<file path="config.mk">
export PLATFORM = sky130hd
export DESIGN_NAME = stereo_vu_meter_agc_top
export DESIGN_NICKNAME = d
export VERILOG_FILES = /design/src/rtl/core/svm_pkg.sv /design/src/rtl/core/svm_sample_reduce.sv /design/src/rtl/core/stereo_vu_meter_agc_top.sv
export SDC_FILE = /design/constraint.sdc
export NUM_CORES = 2
export LEC_CHECK = 0
export BUFFER_PORTS_ARGS = -buffer_cell sky130_fd_sc_hd__buf_2
export CAP_MARGIN = 20
export CORE_UTILIZATION = 34
export CTS_BUF_LIST = sky130_fd_sc_hd__clkbuf_2
export CTS_CLUSTER_SIZE = 14
export DETAILED_ROUTE_END_ITERATION = 6
export PLACE_DENSITY = 0.55
export RECOVER_POWER = 100
export SYNTH_ARGS = -nofsm -noshare
export SYNTH_HDL_FRONTEND = slang
export SYNTH_SLANG_ARGS = --single-unit
</file>
<file path="constraint.sdc">
create_clock -name clk -period 6 [get_ports clk]
set_clock_uncertainty 0.1 [all_clocks]
set_input_delay 1.2 -clock clk [delete_from_list [all_inputs] [get_ports clk]]
set_output_delay 1.2 -clock clk [all_outputs]
set_load 0.05 [all_outputs]
</file>
<file path="src/rtl/core/svm_pkg.sv">
// svm_pkg: types, constants and microcode table of the stereo vu meter agc
// no dependencies; imported by the top level
package svm_pkg;

    localparam logic [1:0] REQ_FRAME = 2'd0;
    localparam logic [1:0] REQ_TICK  = 2'd1;
    localparam logic [1:0] REQ_CLEAR = 2'd2;

    localparam logic [1:0] CFG_NOISE_GATE   = 2'd0;
    localparam logic [1:0] CFG_USER_GAIN    = 2'd1;
    localparam logic [1:0] CFG_RELEASE_STEP = 2'd2;

    localparam logic [7:0]  NOISE_GATE_RESET   = 8'd2;
    localparam logic [8:0]  USER_GAIN_RESET    = 9'd100;
    localparam logic [3:0]  RELEASE_STEP_RESET = 4'd5;

    localparam logic [8:0]  USER_GAIN_MIN = 9'd50;
    localparam logic [8:0]  USER_GAIN_MAX = 9'd300;
    localparam logic [3:0]  RELEASE_MIN   = 4'd1;
    localparam logic [3:0]  RELEASE_MAX   = 4'd10;

    localparam logic [7:0]  AGC_FLOOR     = 8'd48;
    localparam logic [14:0] AGC_NUMERATOR = 15'd19000;
    localparam logic [8:0]  AGC_MIN       = 9'd70;
    localparam logic [8:0]  AGC_MAX       = 9'd350;
    localparam logic [3:0]  DIV_LAST_BIT  = 4'd8;
    localparam logic [7:0]  LEVEL_MAX     = 8'd255;

    // floor(p / 10000) == (p * GAIN_RECIP) >> GAIN_SHIFT for p below 2^25
    localparam logic [24:0] GAIN_RECIP = 25'd27487791;
    localparam int          GAIN_SHIFT = 38;

    typedef enum logic [3:0] {
        OP_NOP,
        OP_FRAME,
        OP_CLEAR,
        OP_TICK_LOAD,
        OP_AGC,
        OP_DIV_INIT,
        OP_DIV_STEP,
        OP_GAIN,
        OP_MUL,
        OP_RECIP,
        OP_FOLLOW,
        OP_FINISH
    } op_t;

    typedef logic [3:0] step_t;

    typedef struct packed {
        op_t  op;
        logic lane;
        logic loop;
        logic last;
        logic emit;
    } ucode_t;

    localparam step_t ENTRY_FRAME = 4'd0;
    localparam step_t ENTRY_CLEAR = 4'd1;
    localparam step_t ENTRY_TICK  = 4'd2;
    localparam step_t ENTRY_NONE  = 4'd14;

    function automatic ucode_t ucode_rom(step_t s);
        ucode_t w;
        unique case (s)
            4'd0:    w = '{op: OP_FRAME,     lane: 1'b0, loop: 1'b0, last: 1'b1, emit: 1'b0};
            4'd1:    w = '{op: OP_CLEAR,     lane: 1'b0, loop: 1'b0, last: 1'b1, emit: 1'b1};
            4'd2:    w = '{op: OP_TICK_LOAD, lane: 1'b0, loop: 1'b0, last: 1'b0, emit: 1'b0};
            4'd3:    w = '{op: OP_AGC,       lane: 1'b0, loop: 1'b0, last: 1'b0, emit: 1'b0};
            4'd4:    w = '{op: OP_DIV_INIT,  lane: 1'b0, loop: 1'b0, last: 1'b0, emit: 1'b0};
            4'd5:    w = '{op: OP_DIV_STEP,  lane: 1'b0, loop: 1'b1, last: 1'b0, emit: 1'b0};
            4'd6:    w = '{op: OP_GAIN,      lane: 1'b0, loop: 1'b0, last: 1'b0, emit: 1'b0};
            4'd7:    w = '{op: OP_MUL,       lane: 1'b0, loop: 1'b0, last: 1'b0, emit: 1'b0};
            4'd8:    w = '{op: OP_RECIP,     lane: 1'b0, loop: 1'b0, last: 1'b0, emit: 1'b0};
            4'd9:    w = '{op: OP_FOLLOW,    lane: 1'b0, loop: 1'b0, last: 1'b0, emit: 1'b0};
            4'd10:   w = '{op: OP_MUL,       lane: 1'b1, loop: 1'b0, last: 1'b0, emit: 1'b0};
            4'd11:   w = '{op: OP_RECIP,     lane: 1'b1, loop: 1'b0, last: 1'b0, emit: 1'b0};
            4'd12:   w = '{op: OP_FOLLOW,    lane: 1'b1, loop: 1'b0, last: 1'b0, emit: 1'b0};
            4'd13:   w = '{op: OP_FINISH,    lane: 1'b0, loop: 1'b0, last: 1'b1, emit: 1'b1};
            default: w = '{op: OP_NOP,       lane: 1'b0, loop: 1'b0, last: 1'b1, emit: 1'b0};
        endcase
        return w;
    endfunction

    function automatic step_t entry_step(logic [1:0] req);
        step_t s;
        unique case (req)
            REQ_FRAME: s = ENTRY_FRAME;
            REQ_TICK:  s = ENTRY_TICK;
            REQ_CLEAR: s = ENTRY_CLEAR;
            default:   s = ENTRY_NONE;
        endcase
        return s;
    endfunction

endpackage

</file>
<file path="src/rtl/core/svm_sample_reduce.sv">
// svm_sample_reduce: magnitude of one signed sample, clamped and cut to 8 bits
// no dependencies; instantiated twice by the top level
module svm_sample_reduce #(
    parameter int SAMPLE_BITS = 16
) (
    input  logic [SAMPLE_BITS-1:0] sample,
    output logic [7:0]             level
);

    logic [SAMPLE_BITS-1:0] mag;
    logic [SAMPLE_BITS-1:0] clamped;
    logic [SAMPLE_BITS-1:0] doubled;

    always_comb
    begin
        mag = sample[SAMPLE_BITS-1] ? (~sample + 1'b1) : sample;
        // most negative code wraps to itself and lands here too
        if (mag[SAMPLE_BITS-1])
        begin
            clamped = {1'b0, {(SAMPLE_BITS-1){1'b1}}};
        end
        else
        begin
            clamped = mag;
        end
        doubled = {clamped[SAMPLE_BITS-2:0], 1'b0};
        level   = 8'(doubled >> (SAMPLE_BITS - 8));
    end

endmodule

</file>
<file path="src/rtl/core/stereo_vu_meter_agc_top.sv">
// stereo_vu_meter_agc_top: stereo level meter with automatic gain, microcoded
// depends on svm_pkg and svm_sample_reduce
//
// input channel (in_valid/in_ready) carries req_type, pcm_frame and playing.
// a frame transaction raises the per-channel peaks and gives no result.
// a tick transaction gives one result with both meters and the tick count;
// a clear transaction zeroes meters and peaks and gives one result.
// request code 3 is dropped without a result.
// each transaction runs as a microprogram from a rom, one control word per
// cycle unless a result step stalls; in_ready is high only while no program
// runs. frame, clear and code 3 end on their entry control word; tick loads
// the gated peaks, updates the agc peak and runs a shift and subtract loop
// that divides the agc numerator by the agc base, then scales both lanes.
// results sit in an output register; a new transaction is accepted while it
// waits, and a program reaching its result step holds there until the
// receiver takes the previous result.
// reset: meters, peaks, agc peak and tick count go to zero, the registers
// to their defaults (gate 2, user gain 100, release step 5).
// cfg_we writes cfg_data to register cfg_index at once; index 3 is ignored.
module stereo_vu_meter_agc_top #(
    parameter int SAMPLE_BITS = 16
) (
    input  logic        clk,
    input  logic        rst_n,
    input  logic        in_valid,
    output logic        in_ready,
    input  logic [1:0]  req_type,
    input  logic [31:0] pcm_frame,
    input  logic        playing,
    output logic        out_valid,
    input  logic        out_ready,
    output logic [7:0]  meter_left,
    output logic [7:0]  meter_right,
    output logic [31:0] tick_count,
    input  logic        cfg_we,
    input  logic [1:0]  cfg_index,
    input  logic [8:0]  cfg_data
);

    import svm_pkg::*;

    localparam int WIDE = (2 * SAMPLE_BITS > 32) ? 2 * SAMPLE_BITS : 32;

    logic        busy_reg, busy_next;
    step_t       step_reg, step_next;
    logic        out_valid_reg, out_valid_next;
    logic [7:0]  out_left_reg, out_left_next;
    logic [7:0]  out_right_reg, out_right_next;
    logic [31:0] out_ticks_reg, out_ticks_next;

    logic [7:0]  gate_reg, gate_next;
    logic [8:0]  user_reg, user_next;
    logic [3:0]  rel_reg, rel_next;

    logic [7:0]  peak_l_reg, peak_l_next;
    logic [7:0]  peak_r_reg, peak_r_next;
    logic [7:0]  agc_peak_reg, agc_peak_next;
    logic [7:0]  level_l_reg, level_l_next;
    logic [7:0]  level_r_reg, level_r_next;
    logic [31:0] ticks_reg, ticks_next;

    logic [31:0] frame_reg, frame_next;
    logic        playing_reg, playing_next;
    logic [7:0]  raw_l_reg, raw_l_next;
    logic [7:0]  raw_r_reg, raw_r_next;
    logic [7:0]  base_reg, base_next;
    logic [14:0] acc_reg, acc_next;
    logic [8:0]  quo_reg, quo_next;
    logic [3:0]  cnt_reg, cnt_next;
    logic [16:0] total_reg, total_next;
    logic [24:0] prod_reg, prod_next;
    logic [11:0] q_reg, q_next;

    ucode_t      ctl;
    logic        stall;
    logic        step_go;

    logic [WIDE-1:0]        frame_wide;
    logic [SAMPLE_BITS-1:0] sample_l;
    logic [SAMPLE_BITS-1:0] sample_r;
    logic [7:0]             red_l;
    logic [7:0]             red_r;

    logic [8:0]  user_eff;
    logic [3:0]  rel_eff;
    logic [7:0]  src_l;
    logic [7:0]  src_r;
    logic [7:0]  gated_l;
    logic [7:0]  gated_r;
    logic [7:0]  instant;
    logic [15:0] trial;
    logic [8:0]  agc_gain;
    logic [7:0]  raw_sel;
    logic [49:0] recip_prod;
    logic [7:0]  target;
    logic [7:0]  meter_sel;
    logic [7:0]  follow_val;

    assign frame_wide = WIDE'(frame_reg);
    assign sample_l   = frame_wide[2*SAMPLE_BITS-1:SAMPLE_BITS];
    assign sample_r   = frame_wide[SAMPLE_BITS-1:0];

    svm_sample_reduce #(.SAMPLE_BITS(SAMPLE_BITS)) u_reduce_l (
        .sample (sample_l),
        .level  (red_l)
    );

    svm_sample_reduce #(.SAMPLE_BITS(SAMPLE_BITS)) u_reduce_r (
        .sample (sample_r),
        .level  (red_r)
    );

    assign ctl     = ucode_rom(step_reg);
    assign stall   = ctl.emit && out_valid_reg && !out_ready;
    assign step_go = busy_reg && !stall;

    assign in_ready    = !busy_reg;
    assign out_valid   = out_valid_reg;
    assign meter_left  = out_left_reg;
    assign meter_right = out_right_reg;
    assign tick_count  = out_ticks_reg;

    // datapath operands
    always_comb
    begin
        if (user_reg < USER_GAIN_MIN)
        begin
            user_eff = USER_GAIN_MIN;
        end
        else if (user_reg > USER_GAIN_MAX)
        begin
            user_eff = USER_GAIN_MAX;
        end
        else
        begin
            user_eff = user_reg;
        end

        if (rel_reg < RELEASE_MIN)
        begin
            rel_eff = RELEASE_MIN;
        end
        else if (rel_reg > RELEASE_MAX)
        begin
            rel_eff = RELEASE_MAX;
        end
        else
        begin
            rel_eff = rel_reg;
        end

        src_l   = playing_reg ? peak_l_reg : 8'd0;
        src_r   = playing_reg ? peak_r_reg : 8'd0;
        gated_l = (src_l <= gate_reg) ? 8'd0 : src_l - gate_reg;
        gated_r = (src_r <= gate_reg) ? 8'd0 : src_r - gate_reg;
        instant = (raw_l_reg > raw_r_reg) ? raw_l_reg : raw_r_reg;

        trial = 16'(base_reg) << cnt_reg;

        if (quo_reg < AGC_MIN)
        begin
            agc_gain = AGC_MIN;
        end
        else if (quo_reg > AGC_MAX)
        begin
            agc_gain = AGC_MAX;
        end
        else
        begin
            agc_gain = quo_reg;
        end

        raw_sel    = ctl.lane ? raw_r_reg : raw_l_reg;
        recip_prod = 50'(prod_reg) * 50'(GAIN_RECIP);

        target    = (q_reg > 12'(LEVEL_MAX)) ? LEVEL_MAX : q_reg[7:0];
        meter_sel = ctl.lane ? level_r_reg : level_l_reg;
        if (target >= meter_sel)
        begin
            follow_val = target;
        end
        else if (meter_sel > 8'(rel_eff))
        begin
            follow_val = meter_sel - 8'(rel_eff);
        end
        else
        begin
            follow_val = 8'd0;
        end
    end

    // sequencer and register updates
    always_comb
    begin
        busy_next      = busy_reg;
        step_next      = step_reg;
        out_valid_next = out_valid_reg;
        out_left_next  = out_left_reg;
        out_right_next = out_right_reg;
        out_ticks_next = out_ticks_reg;
        gate_next      = gate_reg;
        user_next      = user_reg;
        rel_next       = rel_reg;
        peak_l_next    = peak_l_reg;
        peak_r_next    = peak_r_reg;
        agc_peak_next  = agc_peak_reg;
        level_l_next   = level_l_reg;
        level_r_next   = level_r_reg;
        ticks_next     = ticks_reg;
        frame_next     = frame_reg;
        playing_next   = playing_reg;
        raw_l_next     = raw_l_reg;
        raw_r_next     = raw_r_reg;
        base_next      = base_reg;
        acc_next       = acc_reg;
        quo_next       = quo_reg;
        cnt_next       = cnt_reg;
        total_next     = total_reg;
        prod_next      = prod_reg;
        q_next         = q_reg;

        if (cfg_we)
        begin
            unique case (cfg_index)
                CFG_NOISE_GATE:   gate_next = cfg_data[7:0];
                CFG_USER_GAIN:    user_next = cfg_data;
                CFG_RELEASE_STEP: rel_next  = cfg_data[3:0];
                default:          ;
            endcase
        end

        if (out_valid_reg && out_ready)
        begin
            out_valid_next = 1'b0;
        end

        if (in_valid && in_ready)
        begin
            busy_next    = 1'b1;
            step_next    = entry_step(req_type);
            frame_next   = pcm_frame;
            playing_next = playing;
        end

        if (step_go)
        begin
            unique case (ctl.op)
                OP_NOP:
                begin
                end
                OP_FRAME:
                begin
                    if (red_l > peak_l_reg)
                    begin
                        peak_l_next = red_l;
                    end
                    if (red_r > peak_r_reg)
                    begin
                        peak_r_next = red_r;
                    end
                end
                OP_CLEAR:
                begin
                    level_l_next   = 8'd0;
                    level_r_next   = 8'd0;
                    peak_l_next    = 8'd0;
                    peak_r_next    = 8'd0;
                    out_valid_next = 1'b1;
                    out_left_next  = 8'd0;
                    out_right_next = 8'd0;
                    out_ticks_next = ticks_reg;
                end
                OP_TICK_LOAD:
                begin
                    raw_l_next = gated_l;
                    raw_r_next = gated_r;
                    if (playing_reg)
                    begin
                        peak_l_next = 8'd0;
                        peak_r_next = 8'd0;
                    end
                end
                OP_AGC:
                begin
                    if (instant > agc_peak_reg)
                    begin
                        agc_peak_next = instant;
                    end
                    else if (agc_peak_reg > AGC_FLOOR)
                    begin
                        agc_peak_next = agc_peak_reg - 8'd1;
                    end
                end
                OP_DIV_INIT:
                begin
                    acc_next  = AGC_NUMERATOR;
                    quo_next  = 9'd0;
                    cnt_next  = DIV_LAST_BIT;
                    base_next = (agc_peak_reg < AGC_FLOOR) ? AGC_FLOOR : agc_peak_reg;
                end
                OP_DIV_STEP:
                begin
                    if ({1'b0, acc_reg} >= trial)
                    begin
                        acc_next = acc_reg - 15'(trial);
                        quo_next = {quo_reg[7:0], 1'b1};
                    end
                    else
                    begin
                        quo_next = {quo_reg[7:0], 1'b0};
                    end
                    cnt_next = cnt_reg - 4'd1;
                end
                OP_GAIN:
                begin
                    total_next = 17'(user_eff) * 17'(agc_gain);
                end
                OP_MUL:
                begin
                    prod_next = 25'(raw_sel) * 25'(total_reg);
                end
                OP_RECIP:
                begin
                    q_next = 12'(recip_prod >> GAIN_SHIFT);
                end
                OP_FOLLOW:
                begin
                    if (ctl.lane)
                    begin
                        level_r_next = follow_val;
                    end
                    else
                    begin
                        level_l_next = follow_val;
                    end
                end
                OP_FINISH:
                begin
                    ticks_next     = ticks_reg + 32'd1;
                    out_valid_next = 1'b1;
                    out_left_next  = level_l_reg;
                    out_right_next = level_r_reg;
                    out_ticks_next = ticks_reg + 32'd1;
                end
                default:
                begin
                end
            endcase

            priority if (ctl.loop && cnt_reg != 4'd0)
            begin
                step_next = step_reg;
            end
            else if (ctl.last)
            begin
                busy_next = 1'b0;
            end
            else
            begin
                step_next = step_reg + 4'd1;
            end
        end
    end

    always_ff @(posedge clk or negedge rst_n)
    begin
        if (!rst_n)
        begin
            busy_reg      <= 1'b0;
            step_reg      <= ENTRY_NONE;
            out_valid_reg <= 1'b0;
            gate_reg      <= NOISE_GATE_RESET;
            user_reg      <= USER_GAIN_RESET;
            rel_reg       <= RELEASE_STEP_RESET;
            peak_l_reg    <= 8'd0;
            peak_r_reg    <= 8'd0;
            agc_peak_reg  <= 8'd0;
            level_l_reg   <= 8'd0;
            level_r_reg   <= 8'd0;
            ticks_reg     <= 32'd0;
        end
        else
        begin
            busy_reg      <= busy_next;
            step_reg      <= step_next;
            out_valid_reg <= out_valid_next;
            gate_reg      <= gate_next;
            user_reg      <= user_next;
            rel_reg       <= rel_next;
            peak_l_reg    <= peak_l_next;
            peak_r_reg    <= peak_r_next;
            agc_peak_reg  <= agc_peak_next;
            level_l_reg   <= level_l_next;
            level_r_reg   <= level_r_next;
            ticks_reg     <= ticks_next;
        end
    end

    always_ff @(posedge clk)
    begin
        out_left_reg  <= out_left_next;
        out_right_reg <= out_right_next;
        out_ticks_reg <= out_ticks_next;
        frame_reg     <= frame_next;
        playing_reg   <= playing_next;
        raw_l_reg     <= raw_l_next;
        raw_r_reg     <= raw_r_next;
        base_reg      <= base_next;
        acc_reg       <= acc_next;
        quo_reg       <= quo_next;
        cnt_reg       <= cnt_next;
        total_reg     <= total_next;
        prod_reg      <= prod_next;
        q_reg         <= q_next;
    end

`ifndef NO_ASSERTIONS
    a_div_count: assert property (@(posedge clk) disable iff (!rst_n)
        busy_reg && ctl.op == OP_DIV_STEP |-> cnt_reg <= DIV_LAST_BIT)
        else $error("division loop count out of range");

    a_div_result: assert property (@(posedge clk) disable iff (!rst_n)
        step_go && ctl.op == OP_DIV_STEP && cnt_reg == 4'd0
        |=> quo_reg >= 9'd74 && quo_reg <= 9'd395)
        else $error("agc quotient out of range");

    a_total_range: assert property (@(posedge clk) disable iff (!rst_n)
        step_go && ctl.op == OP_GAIN |=> total_reg >= 17'd3500 && total_reg <= 17'd105000)
        else $error("total gain out of range");

    a_tick_emits: assert property (@(posedge clk) disable iff (!rst_n)
        ticks_reg != $past(ticks_reg) |-> out_valid_reg && out_ticks_reg == ticks_reg)
        else $error("tick count advanced without a result");

    a_no_accept_busy: assert property (@(posedge clk) disable iff (!rst_n)
        busy_reg && !ctl.last |=> busy_reg)
        else $error("program ended before its last step");
`endif

endmodule
</file>
==> flow_metrics.py <==
metrics = {
    "worst_hold_path": {
        "holdPathEnd": "frame_reg[5]",
        "holdPathStages": 1,
        "hold_class": "input pin to register",
        "hp-start": "pcm_frame[5]",
    },
    "status": {
        "status": "finished, violations left",
        "violations": "max-capacitance violations, max-slew violations, negative setup slack",
    },
    "synthesis": {
        "netlist_top_cells_area": "fa_1, edfxtp_1, ha_1",
        "postSynth.topFlopCell": "edfxtp_1",
        "syn_inst": 3378,
        "synthAdderAreaFrac": 0.4056,
        "avgSynthCellArea_um2": 9.907,
        "ys.warnings.count": 0,
        "yosysUniqueCellTypes": 90,
        "ys_async_sr_fraction": 0.3462,
        "yosys.area.top_type": "fa_1",
        "synth.area.mux_share": 0.02172,
        "synth-compound-area-share": 0.07631,
        "syn_nets": 4264,
        "synth_seq_cells": 286,
        "synth_top_family_by_area": "adder cells",
        "yosys.area_share.simple": 0.1273,
        "synth_xor_area_frac": 0.03638,
        "synth_edf_count": 187,
        "yosysSeqAreaShare": 0.2422,
        "synth.cell_area_um2": 33470,
        "yosysTopAreaCellShare": 0.2483,
    },
    "clocking": {
        "clockBufferDepth": 3,
        "clk_pin_slew_ps": 110,
        "cts_tree": "yes",
        "clock-root-buffer": "clkbuf_2",
        "clkLatencyLatePin_ps": 1070,
        "cts.sinks": 286,
        "cts_inserted_buffers": 81,
        "htree_levels": 3,
    },
    "setup_path": {
        "reg2reg_depth": 18,
        "critical-path-max-stage-delay_ps": 560,
        "crit_chain": "ha_4 > fa_1 > fa_1 > fa_1 > fa_1 > fa_1 > inv_1 > fa_1 > inv_1 > ha_4 > nand2_1 > or3_4 > a221oi_2 > buf_4 > nor2_2 > o21bai_1 > a21oi_1 > xnor2_1",
        "ff2ff_setup_slack_ps": -180,
        "critical_path.most_common_cell": "fa_1",
        "worstSetupStartpointType": "register",
        "reg2reg_from": "prod_reg[13]",
        "critical_path_class": "register to register",
        "path_max_fanout": 5,
        "end_kind": "register",
        "cpMaxStageDelayCell": "fa_1",
        "arrival_ps": 6860,
        "cp_data_required_time_ps": 6680,
        "regToRegEndpoint": "q_reg[7]",
    },
    "die": {
        "core_area_um2": 97140,
        "die-area_um2": 99690,
        "die_h_um": 315.7,
        "die_w_um": 315.7,
        "pin_count": 101,
        "start_util": 0.3445,
        "rows": 114,
    },
    "cells_and_area": {
        "drive_above_1_share": 0.1985,
        "nets": 4724,
        "multi_input_area_um2": 23600,
        "register_area_um2": 8104,
        "nFillCells": 9618,
        "instances_no_fill": 5183,
        "syn_to_final_growth_pct": 19.47,
        "postLayoutCoreUtil": 0.4116,
    },
    "route": {
        "wirelength_um": 82900,
        "drc": 0,
        "vias_per_cell": 4.679,
        "vias": 24250,
        "drtIter0Drc": 1130,
        "firstDrtPassIters": 5,
        "ant_nets": 0,
        "wl_per_cell_um": 16.00,
    },
    "sta": {
        "tightest_slew_ps": 3709,
        "finalMaxSlewViolations": 164,
        "fin_setup_tns_ps": -1106,
        "timing.fmax_ghz": 0.1617,
        "hold_viol_final": 0,
        "grt_setup_unrepaired": "true",
        "finalSetupViolations": 11,
        "relSlewSlack": -1.473,
        "holdWs_ps": 208.7,
        "timing.final.ws_setup_ps": -184.3,
        "min_period_ps": 6184,
        "fin_crit_sh": 1.031,
    },
    "global_route": {
        "grt_pass1_vias": 25350,
        "overflow": 0,
        "grt_max_degree": 62,
        "antenna_found_initial": 3,
        "grt_pass1_wl_um": 133600,
        "grt_use_total": 0.1704,
    },
    "place": {
        "gp_congestion": 0.8961,
        "hpwl_um": 67700,
        "dp_cells": 4967,
        "io_buffer_count": 100,
    },
    "run": {
        "cap_viol_max_count": 4,
    },
}
cells in the mapped netlist (7+ instances only):
cell      count
nand2_1     283
o21bai_1     12
or3_1        17
a211oi_1     15
a21oi_1      98
o21a_1       28
o211ai_1      9
edfxtp_1    187
o21ai_1      17
and3_1       42
a21boi_0      7
nand4_1      19
clkbuf_1     41
nor2b_1      34
nor3_1       41
dfstp_2       9
inv_1       749
nand2b_1     25
and2_1      127
nand3_1      52
xnor2_1      87
fa_1        415
or2_2        13
nand3b_1      7
dfrtp_1      90
mux2_2       42
o21ai_0      92
xor2_1       52
a21o_1       30
ha_1        420
nor3b_1       9
mux2i_1      22
a31oi_1      18
nor2_1      142
how the worst max path moves through the flow:
stage                     slack [ps]           end         start  cells after the start
after floorplan                   -1  prod_reg[24]   step_reg[1]                     26
after global placement          -410      q_reg[6]  prod_reg[16]                     19
after detailed placement        -450      q_reg[6]  prod_reg[16]                     19
after CTS                       -160      q_reg[9]  prod_reg[19]                     21
after global routing            -400  prod_reg[24]   step_reg[1]                     23
final                           -180      q_reg[7]  prod_reg[13]                     18
repair_timing:
item	in CTS	in global routing
setup endpoints to repair	23	26
gates cloned	3	1
gates resized for setup	167	107
pin swaps	128	132
buffers inserted	46	20
hold buffers	0	0
layout by cell type, fill, tap and decap left out, drive strengths merged, types with 100 or more instances in the layout:
cell and instances:
nor2 144, fa 415, edfxtp 187, buf 350, a21oi 100, ha 420, clkbuf 208, inv 753
nand2 283, and2 128, o21ai 110
stage by stage:
step	instance area [µm²]	worst slack [ps]
5_1_grt	39980	-400.0
6_report	39980	-184.3
4_1_cts	39660	-161.4
2_1_floorplan	33760	-1.479
3_5_place_dp	37670	-447.7
3_3_place_gp	37660	-411.6
cells by family after synthesis:
family / after synthesis
compound gates: 399
simple gates: 850
mux: 67
buf+inv: 801
flops: 286
fa+ha+maj: 836
xor+xnor: 139
critical path, delay by kind of cell (launching register included):
kind	cells	cell delay [ps]
buf+inv	3	340
xor+xnor	1	130
flops	1	510
simple gates	3	520
compound gates	3	530
fa+ha+maj	8	3720
per-layer routing:
layer / share of wire / vias up / global-route usage
li1: - / 11910 / -
met1: 0.46 / 11780 / 0.2256
met2: 0.46 / 422 / 0.2752
met3: 0.049 / 129 / 0.03601
met4: 0.033 / 2 / 0.05984
met5: 0.00012 / - / 0
cell type report:
cell class                      count  share of cell area
Multi-Input combinational cell   2292              0.5904
Sequential cell                   286              0.2027
Inverter                          751             0.07051
Antenna cell                        3           0.0001878
Timing Repair Buffer              426             0.07771
Clock buffer                      132             0.01652
Tap cell                         1276             0.03993
Clock inverter                     17            0.002065
Power is not shown: default switching activity piles up to over one toggle a cycle in this logic, so the estimate is an artifact.
